<file path="config.mk">
export PLATFORM = sky130hd
export DESIGN_NAME = min_max_bin_decimator
export DESIGN_NICKNAME = d
export VERILOG_FILES = /design/src/rtl/core/mmbd_pkg.sv /design/src/rtl/core/mmbd_cfg_regs.sv /design/src/rtl/core/mmbd_binner.sv /design/src/rtl/core/mmbd_out_fifo.sv /design/src/rtl/core/min_max_bin_decimator.sv
export SDC_FILE = /design/constraint.sdc
export NUM_CORES = 2
export LEC_CHECK = 0
export BUFFER_PORTS_ARGS = -buffer_cell sky130_fd_sc_hd__buf_2
export CORE_UTILIZATION = 40
export DETAILED_ROUTE_END_ITERATION = 12
export GPL_ROUTABILITY_DRIVEN = 0
export PLACE_DENSITY = 0.63
export SYNTH_ARGS = -nofsm -noshare
export SYNTH_HDL_FRONTEND = slang
export SYNTH_SLANG_ARGS = --single-unit
</file>
<file path="constraint.sdc">
create_clock -name clk_i -period 21.6 [get_ports clk_i]
set_input_delay 0 -clock clk_i [delete_from_list [all_inputs] [get_ports clk_i]]
set_output_delay 0 -clock clk_i [all_outputs]
set_load 0.005 [all_outputs]
</file>
<file path="src/rtl/core/mmbd_pkg.sv">
`timescale 1ns / 1ps

package mmbd_pkg;

  localparam int unsigned ValueW    = 32;
  localparam int unsigned LevelW    = 4;
  localparam int unsigned IdxW      = 20;
  localparam int unsigned CountW    = 21;
  localparam int unsigned WidthW    = 13;
  localparam int unsigned CfgIdxW   = 1;
  localparam int unsigned CfgDataW  = 21;
  localparam int unsigned TdataW    = 72;
  localparam int unsigned FifoDepth = 4;
  localparam int unsigned FifoPtrW  = 2;
  localparam int unsigned FifoCntW  = 3;

  localparam logic [CountW-1:0] MaxSamples = CountW'(1048576);
  localparam logic [WidthW-1:0] MaxPixels  = WidthW'(4096);

  typedef enum logic [CfgIdxW-1:0] {
    CfgSampleCount = 1'b0,
    CfgPixelWidth  = 1'b1
  } cfg_reg_e;

  // lowest bits first in tdata: value, position, valid, level
  typedef struct packed {
    logic [LevelW-1:0] level;
    logic              valid;
    logic [ValueW-1:0] position;
    logic [ValueW-1:0] value;
  } sample_t;

  localparam int unsigned SampleW = $bits(sample_t);

  typedef struct packed {
    logic    last;
    sample_t s;
  } result_t;

  typedef struct packed {
    logic [CountW-1:0] n;
    logic [WidthW-1:0] w;
    logic [CountW-1:0] n_minus_w;
    logic              pass;
  } cfg_t;

  typedef struct packed {
    logic [1:0] num;
    result_t    res0;
    result_t    res1;
  } push_t;

  function automatic logic [CountW-1:0] sat_count(input logic [CountW-1:0] d);
    logic [CountW-1:0] r;
    r = d;
    if (d == '0) r = CountW'(1);
    else if (d > MaxSamples) r = MaxSamples;
    return r;
  endfunction

  function automatic logic [WidthW-1:0] sat_width(input logic [WidthW-1:0] d);
    logic [WidthW-1:0] r;
    r = d;
    if (d == '0) r = WidthW'(1);
    else if (d > MaxPixels) r = MaxPixels;
    return r;
  endfunction

  function automatic logic pass_mode(input logic [CountW-1:0] n,
                                     input logic [WidthW-1:0] w);
    logic [CountW-1:0] w2;
    w2 = {{(CountW-WidthW-1){1'b0}}, w, 1'b0};
    return n <= w2;
  endfunction

endpackage

</file>
<file path="src/rtl/core/mmbd_cfg_regs.sv">
`timescale 1ns / 1ps

module mmbd_cfg_regs import mmbd_pkg::*; (
  input  logic                clk_i,
  input  logic                rst_ni,
  input  logic                cfg_valid_i,
  input  logic [CfgIdxW-1:0]  cfg_index_i,
  input  logic [CfgDataW-1:0] cfg_data_i,
  output cfg_t                cfg_o,
  output logic                restart_o
);

  cfg_t cfg_q, cfg_d;
  logic [CountW-1:0] new_n;
  logic [WidthW-1:0] new_w;

  always_comb begin
    cfg_d = cfg_q;
    new_n = sat_count(cfg_data_i[CountW-1:0]);
    new_w = sat_width(cfg_data_i[WidthW-1:0]);
    if (cfg_valid_i) begin
      case (cfg_reg_e'(cfg_index_i))
        CfgSampleCount: begin
          cfg_d.n         = new_n;
          cfg_d.n_minus_w = new_n - {{(CountW-WidthW){1'b0}}, cfg_q.w};
          cfg_d.pass      = pass_mode(new_n, cfg_q.w);
        end
        CfgPixelWidth: begin
          cfg_d.w         = new_w;
          cfg_d.n_minus_w = cfg_q.n - {{(CountW-WidthW){1'b0}}, new_w};
          cfg_d.pass      = pass_mode(cfg_q.n, new_w);
        end
        default: cfg_d = cfg_q;
      endcase
    end
  end

  always_ff @(posedge clk_i or negedge rst_ni) begin
    if (!rst_ni) begin
      cfg_q.n         <= CountW'(1);
      cfg_q.w         <= WidthW'(1);
      cfg_q.n_minus_w <= '0;
      cfg_q.pass      <= 1'b1;
    end else begin
      cfg_q <= cfg_d;
    end
  end

  assign cfg_o     = cfg_q;
  assign restart_o = cfg_valid_i;

endmodule

</file>
<file path="src/rtl/core/mmbd_binner.sv">
`timescale 1ns / 1ps

module mmbd_binner import mmbd_pkg::*; (
  input  logic    clk_i,
  input  logic    rst_ni,
  input  cfg_t    cfg_i,
  input  logic    restart_i,
  input  logic    in_valid_i,
  output logic    in_ready_o,
  input  sample_t in_sample_i,
  input  logic    room_i,
  output push_t   push_o
);

  typedef struct packed {
    sample_t         s;
    logic [IdxW-1:0] idx;
  } bin_entry_t;

  logic              vld_q;
  sample_t           smp_q;
  logic [IdxW-1:0]   cnt_q, cnt_d;
  logic [IdxW-1:0]   acc_q, acc_d;
  bin_entry_t        min_q, min_d, max_q, max_d;
  logic              fire;
  logic [CountW-1:0] idx_plus, acc_sum, acc_wrap;
  logic              line_end, first, bin_end, min_sel, max_sel;
  bin_entry_t        cur;

  assign fire       = vld_q && room_i;
  assign in_ready_o = !vld_q || room_i;

  always_comb begin
    idx_plus = {1'b0, cnt_q} + CountW'(1);
    line_end = idx_plus >= cfg_i.n;
    first    = (acc_q == '0) || ({1'b0, acc_q} > cfg_i.n_minus_w);
    acc_sum  = {1'b0, acc_q} + {{(CountW-WidthW){1'b0}}, cfg_i.w};
    acc_wrap = (acc_sum >= cfg_i.n) ? acc_sum - cfg_i.n : acc_sum;
    bin_end  = (acc_wrap == '0) || (acc_wrap > cfg_i.n_minus_w) || line_end;

    cur.s   = smp_q;
    cur.idx = cnt_q;
    min_sel = first || (smp_q.valid && (!min_q.s.valid ||
              ($signed(smp_q.value) < $signed(min_q.s.value))));
    max_sel = first || (smp_q.valid && (!max_q.s.valid ||
              ($signed(max_q.s.value) < $signed(smp_q.value))));
    min_d = min_sel ? cur : min_q;
    max_d = max_sel ? cur : max_q;

    push_o           = '0;
    push_o.res0.s    = min_d.s;
    push_o.res0.last = line_end;
    push_o.res1.s    = max_d.s;
    push_o.res1.last = line_end;
    if (cfg_i.pass) begin
      push_o.num    = fire ? 2'd1 : 2'd0;
      push_o.res0.s = smp_q;
    end else if (fire && bin_end) begin
      if (min_d.idx == max_d.idx) begin
        push_o.num = 2'd1;
      end else if (min_d.idx < max_d.idx) begin
        push_o.num       = 2'd2;
        push_o.res0.last = 1'b0;
      end else begin
        push_o.num       = 2'd2;
        push_o.res0.s    = max_d.s;
        push_o.res0.last = 1'b0;
        push_o.res1.s    = min_d.s;
      end
    end

    cnt_d = cnt_q;
    acc_d = acc_q;
    if (restart_i) begin
      cnt_d = '0;
      acc_d = '0;
    end else if (fire) begin
      if (line_end) begin
        cnt_d = '0;
        acc_d = '0;
      end else begin
        cnt_d = idx_plus[IdxW-1:0];
        if (!cfg_i.pass) acc_d = acc_wrap[IdxW-1:0];
      end
    end
  end

  always_ff @(posedge clk_i or negedge rst_ni) begin
    if (!rst_ni) begin
      vld_q <= 1'b0;
      cnt_q <= '0;
      acc_q <= '0;
      min_q <= '0;
      max_q <= '0;
    end else begin
      if (in_ready_o) vld_q <= in_valid_i;
      cnt_q <= cnt_d;
      acc_q <= acc_d;
      if (fire && !cfg_i.pass) begin
        min_q <= min_d;
        max_q <= max_d;
      end
    end
  end

  always_ff @(posedge clk_i) begin
    if (in_ready_o && in_valid_i) smp_q <= in_sample_i;
  end

endmodule

</file>
<file path="src/rtl/core/mmbd_out_fifo.sv">
`timescale 1ns / 1ps

module mmbd_out_fifo import mmbd_pkg::*; (
  input  logic    clk_i,
  input  logic    rst_ni,
  input  push_t   push_i,
  output logic    room_o,
  output logic    out_valid_o,
  input  logic    out_ready_i,
  output result_t out_o
);

  result_t             mem_q [FifoDepth];
  logic [FifoPtrW-1:0] wptr_q, rptr_q, wptr_p1;
  logic [FifoCntW-1:0] cnt_q;
  logic                pop;

  assign pop         = (cnt_q != '0) && out_ready_i;
  assign room_o      = cnt_q <= FifoCntW'(FifoDepth - 2);
  assign out_valid_o = cnt_q != '0;
  assign out_o       = mem_q[rptr_q];
  assign wptr_p1     = wptr_q + FifoPtrW'(1);

  always_ff @(posedge clk_i or negedge rst_ni) begin
    if (!rst_ni) begin
      wptr_q <= '0;
      rptr_q <= '0;
      cnt_q  <= '0;
    end else begin
      wptr_q <= wptr_q + FifoPtrW'(push_i.num);
      if (pop) rptr_q <= rptr_q + FifoPtrW'(1);
      cnt_q <= cnt_q + FifoCntW'(push_i.num) - FifoCntW'(pop);
    end
  end

  always_ff @(posedge clk_i) begin
    if (push_i.num != 2'd0) mem_q[wptr_q] <= push_i.res0;
    if (push_i.num == 2'd2) mem_q[wptr_p1] <= push_i.res1;
  end

endmodule

</file>
<file path="src/rtl/core/min_max_bin_decimator.sv">
// A sample beat accepted on the input is registered, then binned and written into
// the output queue once it has room, and can leave on the output port from there.
// Throughput: one input and one output beat per cycle while the queue has room and
// m_tready_i is high; the 4-entry queue absorbs the two-result bursts at bin ends.
// Reset (rst_ni low, async): queue and pipeline empty, line restarts at index 0,
// sample_count and pixel_width return to 1.
`timescale 1ns / 1ps

module min_max_bin_decimator import mmbd_pkg::*; (
  input  logic                clk_i,
  input  logic                rst_ni,
  input  logic                s_tvalid_i,
  output logic                s_tready_o,
  // [31:0] value, [63:32] position, [64] valid, [68:65] level, rest zero
  input  logic [TdataW-1:0]   s_tdata_i,
  output logic                m_tvalid_o,
  input  logic                m_tready_i,
  // [31:0] value, [63:32] position, [64] valid, [68:65] level, rest zero
  output logic [TdataW-1:0]   m_tdata_o,
  output logic                m_tlast_o,
  input  logic                cfg_valid_i,
  output logic                cfg_ready_o,
  input  logic [CfgIdxW-1:0]  cfg_index_i,
  input  logic [CfgDataW-1:0] cfg_data_i
);

  cfg_t    cfg;
  logic    restart;
  logic    room;
  push_t   push;
  result_t head;

  assign cfg_ready_o = 1'b1;

  mmbd_cfg_regs u_cfg (
    .clk_i       (clk_i),
    .rst_ni      (rst_ni),
    .cfg_valid_i (cfg_valid_i),
    .cfg_index_i (cfg_index_i),
    .cfg_data_i  (cfg_data_i),
    .cfg_o       (cfg),
    .restart_o   (restart)
  );

  mmbd_binner u_binner (
    .clk_i       (clk_i),
    .rst_ni      (rst_ni),
    .cfg_i       (cfg),
    .restart_i   (restart),
    .in_valid_i  (s_tvalid_i),
    .in_ready_o  (s_tready_o),
    .in_sample_i (sample_t'(s_tdata_i[SampleW-1:0])),
    .room_i      (room),
    .push_o      (push)
  );

  mmbd_out_fifo u_fifo (
    .clk_i       (clk_i),
    .rst_ni      (rst_ni),
    .push_i      (push),
    .room_o      (room),
    .out_valid_o (m_tvalid_o),
    .out_ready_i (m_tready_i),
    .out_o       (head)
  );

  assign m_tdata_o = {{(TdataW-SampleW){1'b0}}, head.s};
  assign m_tlast_o = head.last;

endmodule
</file>
## After elaboration in Yosys (flattened, before gate mapping)

Memories as Yosys holds them, arrays and structs flattened.
Index checks and enable logic that the tools add are counted.

| word-level totals | value |
|---|---|
| register bits after elaboration | 351 |
| latch bits | 0 |
| bits in writable memories | 280 |
| bits in read-only memories | 0 |
| bits of input ports | 99 |
| output and inout port bits | 76 |
| word-level logic and storage cells | 111 |
| memories kept | 1 |

| cells by class | value |
|---|---|
| add/sub/neg operators | 10 |
| $mul | 0 |
| divide/modulo/power cells | 0 |
| order comparisons | 12 |
| equality and inequality tests | 3 |
| shift-type cells | 0 |
| mux-type cells | 31 |
| bitwise gates (word level) | 1 |
| reductions and logical operators | 29 |

Memory list:

| memory | depth | width | read ports | clocked after Yosys merged registers in | write ports | RTL line | text |
|---|---|---|---|---|---|---|---|
| u_fifo.mem_q | 4 | 70 | 1 | 0 | 2 | mmbd_out_fifo.sv:13 | `result_t mem_q [FifoDepth];` |

Operators by type and width:

| kind | count |
|---|---|
| two-way mux 69 bit | 6 |
| two-way mux 89 bit | 2 |
| two-way mux 20 bit | 7 |
| two-way mux 72 bit | 1 |
| two-way mux 70 bit | 1 |
| < comparator 32 bit | 2 |
| two-way mux 21 bit | 3 |
| one-hot mux 22 bit (2 select lines) | 1 |
| greater-or-equal comparator 21 bit | 2 |
| <= comparator 21 x 14 -> 1 bit | 2 |
| logical NOT 21 bit | 2 |
| subtractor 21 x 13 -> 21 bit | 2 |
| two-way mux 13 bit | 2 |
| adder 20 x 1 -> 21 bit (second input constant) | 1 |
| adder 20 x 13 -> 21 bit | 1 |
| > comparator 20 x 21 -> 1 bit | 1 |
| > comparator 21 bit | 1 |
| > comparator 21 bit (second input constant) | 1 |
| subtractor 21 bit | 1 |
| equality test 20 bit | 1 |
| logical NOT 20 bit | 1 |
| < comparator 20 bit | 1 |
| > comparator 13 bit (second input constant) | 1 |
| logical NOT 13 bit | 1 |
| 16 further kinds | 42 |

## Logic depth before layout (Yosys ltp)

| logic depth | value |
|---|---|
| depth in word-level cells | 13 |
| mapped depth | 39 |
| gate-level depth less buffers | 33 |

## Hierarchy

A second synthesis with hierarchy kept.

| second synthesis, totals | value |
|---|---|
| cells, all modules | 3,410 |
| area total of the unflattened synthesis | 38,669.6 um2 |

Modules (own cells, without submodules):

| module | instances | cells an instance | area each (um2) | seq. area each (um2) |
|---|---|---|---|---|
| mmbd_binner | 1 | 2,139 | 20,061.7 | 7,552.2 |
| mmbd_out_fifo | 1 | 717 | 13,865.8 | 8,583.2 |
| mmbd_cfg_regs | 1 | 548 | 4,704.5 | 1,405.1 |
| min_max_bin_decimator | 1 | 6 | 37.5 | 0.0 |

## Least setup slack after synthesis

No wires, ideal clock.

| path | value |
|---|---|
| kind | reg-to-reg |
| start | register u_cfg.cfg_q, in the netlist u_cfg.cfg_o[22] |
| end | memory u_fifo.mem_q[3][0] in the netlist's numbering, enable pin |
| setup time | 0.595 ns |
| arrival | 11.332 ns |
| data required time | 21.005 ns |
| path slack | 9.673 ns |
| cell stages (with the launch flop) | 33 |
| buffers on the path | 6 |
| clock period less this slack | 11.927 ns |
| cell sequence | dfstp_2 -> ha_1 -> inv_1 -> fa_1 -> nand2b_1 -> a21bo_2 -> a211oi_1 -> nor2_1 -> xnor2_1 -> ha_1 -> clkbuf_1 -> a21oi_1 -> o21a_1 -> o21ai_0 -> a31o_1 -> a311oi_4 -> buf_2 -> clkbuf_1 -> mux2_2 -> ha_1 -> nor2b_1 -> o21a_1 -> o21a_1 -> o21ai_0 -> a31oi_1 -> a2111oi_0 -> o21a_1 -> clkbuf_1 -> clkbuf_1 -> clkbuf_1 -> a21oi_1 -> o21ai_0 -> o21ai_0 |

RTL lines:

| item | RTL line | text |
|---|---|---|
| start: declaration | mmbd_cfg_regs.sv:13 | `cfg_t cfg_q, cfg_d;` |
| start signal: assignment | mmbd_cfg_regs.sv:45 | `cfg_q <= cfg_d;` |
| end: declaration | mmbd_out_fifo.sv:13 |  |

==> impl_metrics.py <==
metrics = {
    "sta": {
        "worst_pin_slew_ps": 1120,
        "fin_crit_sh_pct": 44.2,
        "setup_tns_ps": 0,
        "rsz0062_at_grt": "no",
        "whs_ps": -16.9,
        "finClkSkew_ps": 35.0,
        "period_needed_ps": 9550,
        "finalHoldViolCount": 4,
        "final-max-slew-violation-count": 0,
        "setup_viol": 0,
        "slew_headroom_pct": 25.1,
        "timing.fmax_mhz": 105,
    },
    "clock_tree": {
        "path_clk_slew_ps": 60,
        "post_cts_buffers": 0,
        "clk_latency_ps": 640,
        "cts_max_level": 3,
        "numCtsBuffers": 74,
        "root_buffer": "clkbuf_16",
        "clk_path_buf_depth": 3,
        "cts_tree": "yes",
        "clock_sinks": 631,
        "cts_repair_resize_count": 0,
        "ctsHoldBuffers": 97,
    },
    "pwr": {
        "total_power_mw": 6.68,
        "peakVddDrop_mv": 0.128,
        "power-per-cell-area_mw_per_mm2": 147,
        "power_leakage_nw": 18.6,
    },
    "setup_path": {
        "slowest_delay_ps": 880,
        "worstPathArrival_ps": 9910,
        "cp_common_cell": "inv_1",
        "worstSetupEndpointType": "register",
        "critical_path.max_fanout": 73,
        "critPathSlowestCell": "buf_4",
        "start_kind": "register",
        "worstSetupPathType": "register to register",
        "crit_required_ps": 21970,
    },
    "synthesis": {
        "synth_warnings": 0,
        "synth_ff_type": "edfxtp_1",
        "syn_area_mm2": 0.0402,
        "avgSynthCellArea_um2": 10.3,
        "synth.distinct_cells": 80,
        "yosysSeqAreaShare_pct": 43.6,
        "synthCells": 3895,
        "ys_async_sr_fraction_pct": 44.7,
        "synth_enable_flop_cells": 349,
        "ys_ff_latch": 631,
    },
    "drt": {
        "vias_per_cell": 5.79,
        "vias": 31200,
        "first_iter_violations": 2586,
        "totalWireLength_um": 114000,
        "drc": 0,
        "ant_nets": 0,
        "dr.pass1.iters": 5,
        "wl_per_cell_um": 21.1,
    },
    "die": {
        "dieWidth_um": 319,
        "core_area_mm2": 0.0990,
        "dieArea_mm2": 0.102,
        "die_h_um": 319,
        "core.rowCount": 115,
        "num_io_pins": 175,
        "start_util_pct": 40.6,
    },
    "cells_and_area": {
        "drive_gt1_share_pct": 17.7,
        "fin_util_pct": 46.0,
        "fillers": 9165,
        "diodes": 0,
        "finalNonFillerCells": 5379,
        "nNetsFinal": 4370,
        "syn2layout_area_growth_pct": 13.2,
    },
    "grt": {
        "antenna_found_initial": 1,
        "grt_pass1_vias": 30500,
        "grt_pass1_wl_um": 177000,
        "grt_overflow": 0,
        "grt_usage_pct": 22.1,
        "grt_max_degree": 127,
    },
    "worst_hold_path": {
        "hp-class": "primary input to asynchronous set/reset pin",
    },
    "placement": {
        "dp_hpwl_um": 72400,
        "numPortBuffers": 167,
        "dpl.cell_count": 5145,
    },
    "run_status": {
        "violations": "negative hold slack",
        "status": "finished, violations left",
    },
    "flow_run": {
        "cap_violations": 0,
    },
}
## worst paths after layout
path                                    start                  end  slack, ps  cells past startpoint
setup / recovery              u_cfg.cfg_o[22]  u_fifo.mem_q[0][38]      12050                     31
hold / removal                         rst_ni   u_binner.min_q[73]        -20                      2
setup reg to reg              u_cfg.cfg_o[22]  u_fifo.mem_q[0][38]      12050                     31
hold reg to reg            u_binner.min_q[12]   u_binner.min_q[12]        470                      2
max in group asynchronous              rst_ni   u_binner.min_q[23]      19600                      4
min in group clk_i              s_tdata_i[35]     u_binner.cur[55]         70                      2
## cell usage after synthesis, types with 9 or more instances
| library cell | n | area, um^2 |
|---|---|---|
| o2111ai_1 | 9 | 78.8 |
| a32o_1 | 19 | 190 |
| a221oi_1 | 21 | 184 |
| and2_1 | 21 | 131 |
| nor3_1 | 35 | 175 |
| nand2b_1 | 28 | 175 |
| o31ai_1 | 10 | 75.1 |
| or3_1 | 17 | 106 |
| buf_2 | 21 | 105 |
| a21o_1 | 48 | 360 |
| mux2i_1 | 136 | 1360 |
| nor2_1 | 241 | 905 |
| buf_1 | 37 | 139 |
| xor2_1 | 22 | 193 |
| o22ai_1 | 127 | 795 |
| inv_1 | 207 | 777 |
| xnor2_1 | 45 | 394 |
| ha_1 | 235 | 2940 |
| edfxtp_1 | 349 | 10500 |
| a21oi_1 | 170 | 851 |
| o21a_1 | 29 | 218 |
| a221oi_2 | 19 | 285 |
| and3_1 | 23 | 144 |
| mux2_2 | 280 | 3150 |
| a31oi_1 | 16 | 100 |
| nand3_1 | 43 | 215 |
| nand2_1 | 425 | 1600 |
| o211ai_1 | 146 | 1100 |
| clkbuf_1 | 188 | 706 |
| mux4_2 | 70 | 1580 |
| dfrtp_1 | 279 | 6980 |
| nor4_1 | 24 | 150 |
| a211oi_1 | 47 | 353 |
| o21ai_0 | 296 | 1480 |
| nor2b_1 | 38 | 238 |
| nand4_1 | 47 | 294 |
## placed cells by master (no fill, tap or decap), drive strengths merged, types with 16 or more instances in the layout
| cell | count |
|---|---|
| o21ai | 301 |
| buf | 215 |
| a21o | 48 |
| nand3 | 43 |
| o211ai | 146 |
| a32o | 19 |
| nand2b | 28 |
| inv | 213 |
| o21a | 29 |
| mux2 | 280 |
| clkbuf | 104 |
| mux4 | 70 |
| a21oi | 171 |
| dfrtp | 279 |
| a31oi | 16 |
| xor2 | 22 |
| dlygate4sd3 | 97 |
| and2 | 21 |
| mux2i | 136 |
| edfxtp | 349 |
| nor2 | 241 |
| nand4 | 47 |
| nor3 | 35 |
| and3 | 23 |
| nor2b | 38 |
| or3 | 17 |
| a221oi | 40 |
| ha | 235 |
| nor4 | 24 |
| xnor2 | 45 |
| o22ai | 127 |
| nand2 | 425 |
| a211oi | 48 |
| clkinv | 23 |
## where the power goes
group	total, mW	leakage [nW]	internal, mW	switching (mW)
combinational	3.53	10.7	1.46	2.07
clock	1.23	1.16	0.715	0.518
sequential	1.92	6.81	1.68	0.240
total	6.68	18.6	3.85	2.83
## critical path, delay by kind of cell (launching register included)
family | cells | cell delay, ps
compound gates | 12 | 2910
xor+xnor | 1 | 160
fa+ha+maj | 4 | 1380
buf+inv | 7 | 2360
flops | 1 | 590
mux | 2 | 740
simple gates | 5 | 1080
## metal layers
metal | routed length [um] | share of wire (%) | vias to the layer above | GRT usage [%]
li1 | - | - | 14800 | -
met1 | 50300 | 44 | 15300 | 29.6
met2 | 54500 | 48 | 885 | 37.6
met3 | 5840 | 5.1 | 174 | 2.79
met4 | 2950 | 2.6 | 0 | 6.25
met5 | 0 | 0 | - | 0
## final cells by class
type	instances	area, um^2	share of cell area [%]
tap	1287	1610	3.54
inverter	207	777	1.71
multi-input combinational	2805	21100	46.3
timing repair buffer	312	2190	4.81
sequential	631	17600	38.5
clock inverter	33	288	0.632
clock buffer	104	2060	4.52
## cell families (layout without fill, tap and decap cells)
| family | after synthesis | in the layout | share of synthesized area [%] |
|---|---|---|---|
| AOI/OAI and AO/OA | 1033 | 1033 | 16.8 |
| and+or+nand+nor | 975 | 975 | 10.9 |
| DFF | 631 | 631 | 43.6 |
| muxes | 486 | 486 | 15.1 |
| buffers and inverters | 461 | 656 | 4.46 |
| adders and majority gates | 240 | 240 | 7.56 |
| xor gates and xnor gates | 67 | 67 | 1.46 |
| other | 2 | 4 | 0.0187 |
## stage by stage
step                instance area, um^2  worst slack (ps)
floorplan                         40200              9670
global placement                  42200             12270
detailed placement                42200             12220
CTS                               45500             12170
global route                      45500             11330
finish                            45500             12050
## registers in the layout (all words and copies together), names as in the netlist
name	flops
u_fifo.mem_q	280
u_binner.max_q	89
u_binner.min_q	89
u_binner.cur	69
u_cfg.cfg_o	56
u_binner.acc_q	20
u_binner.cnt_q	20
u_fifo.cnt_q	3
u_fifo.rptr_q	2
u_fifo.wptr_q	2
u_binner.vld_q	1
Power figures use the tool's default switching activity.
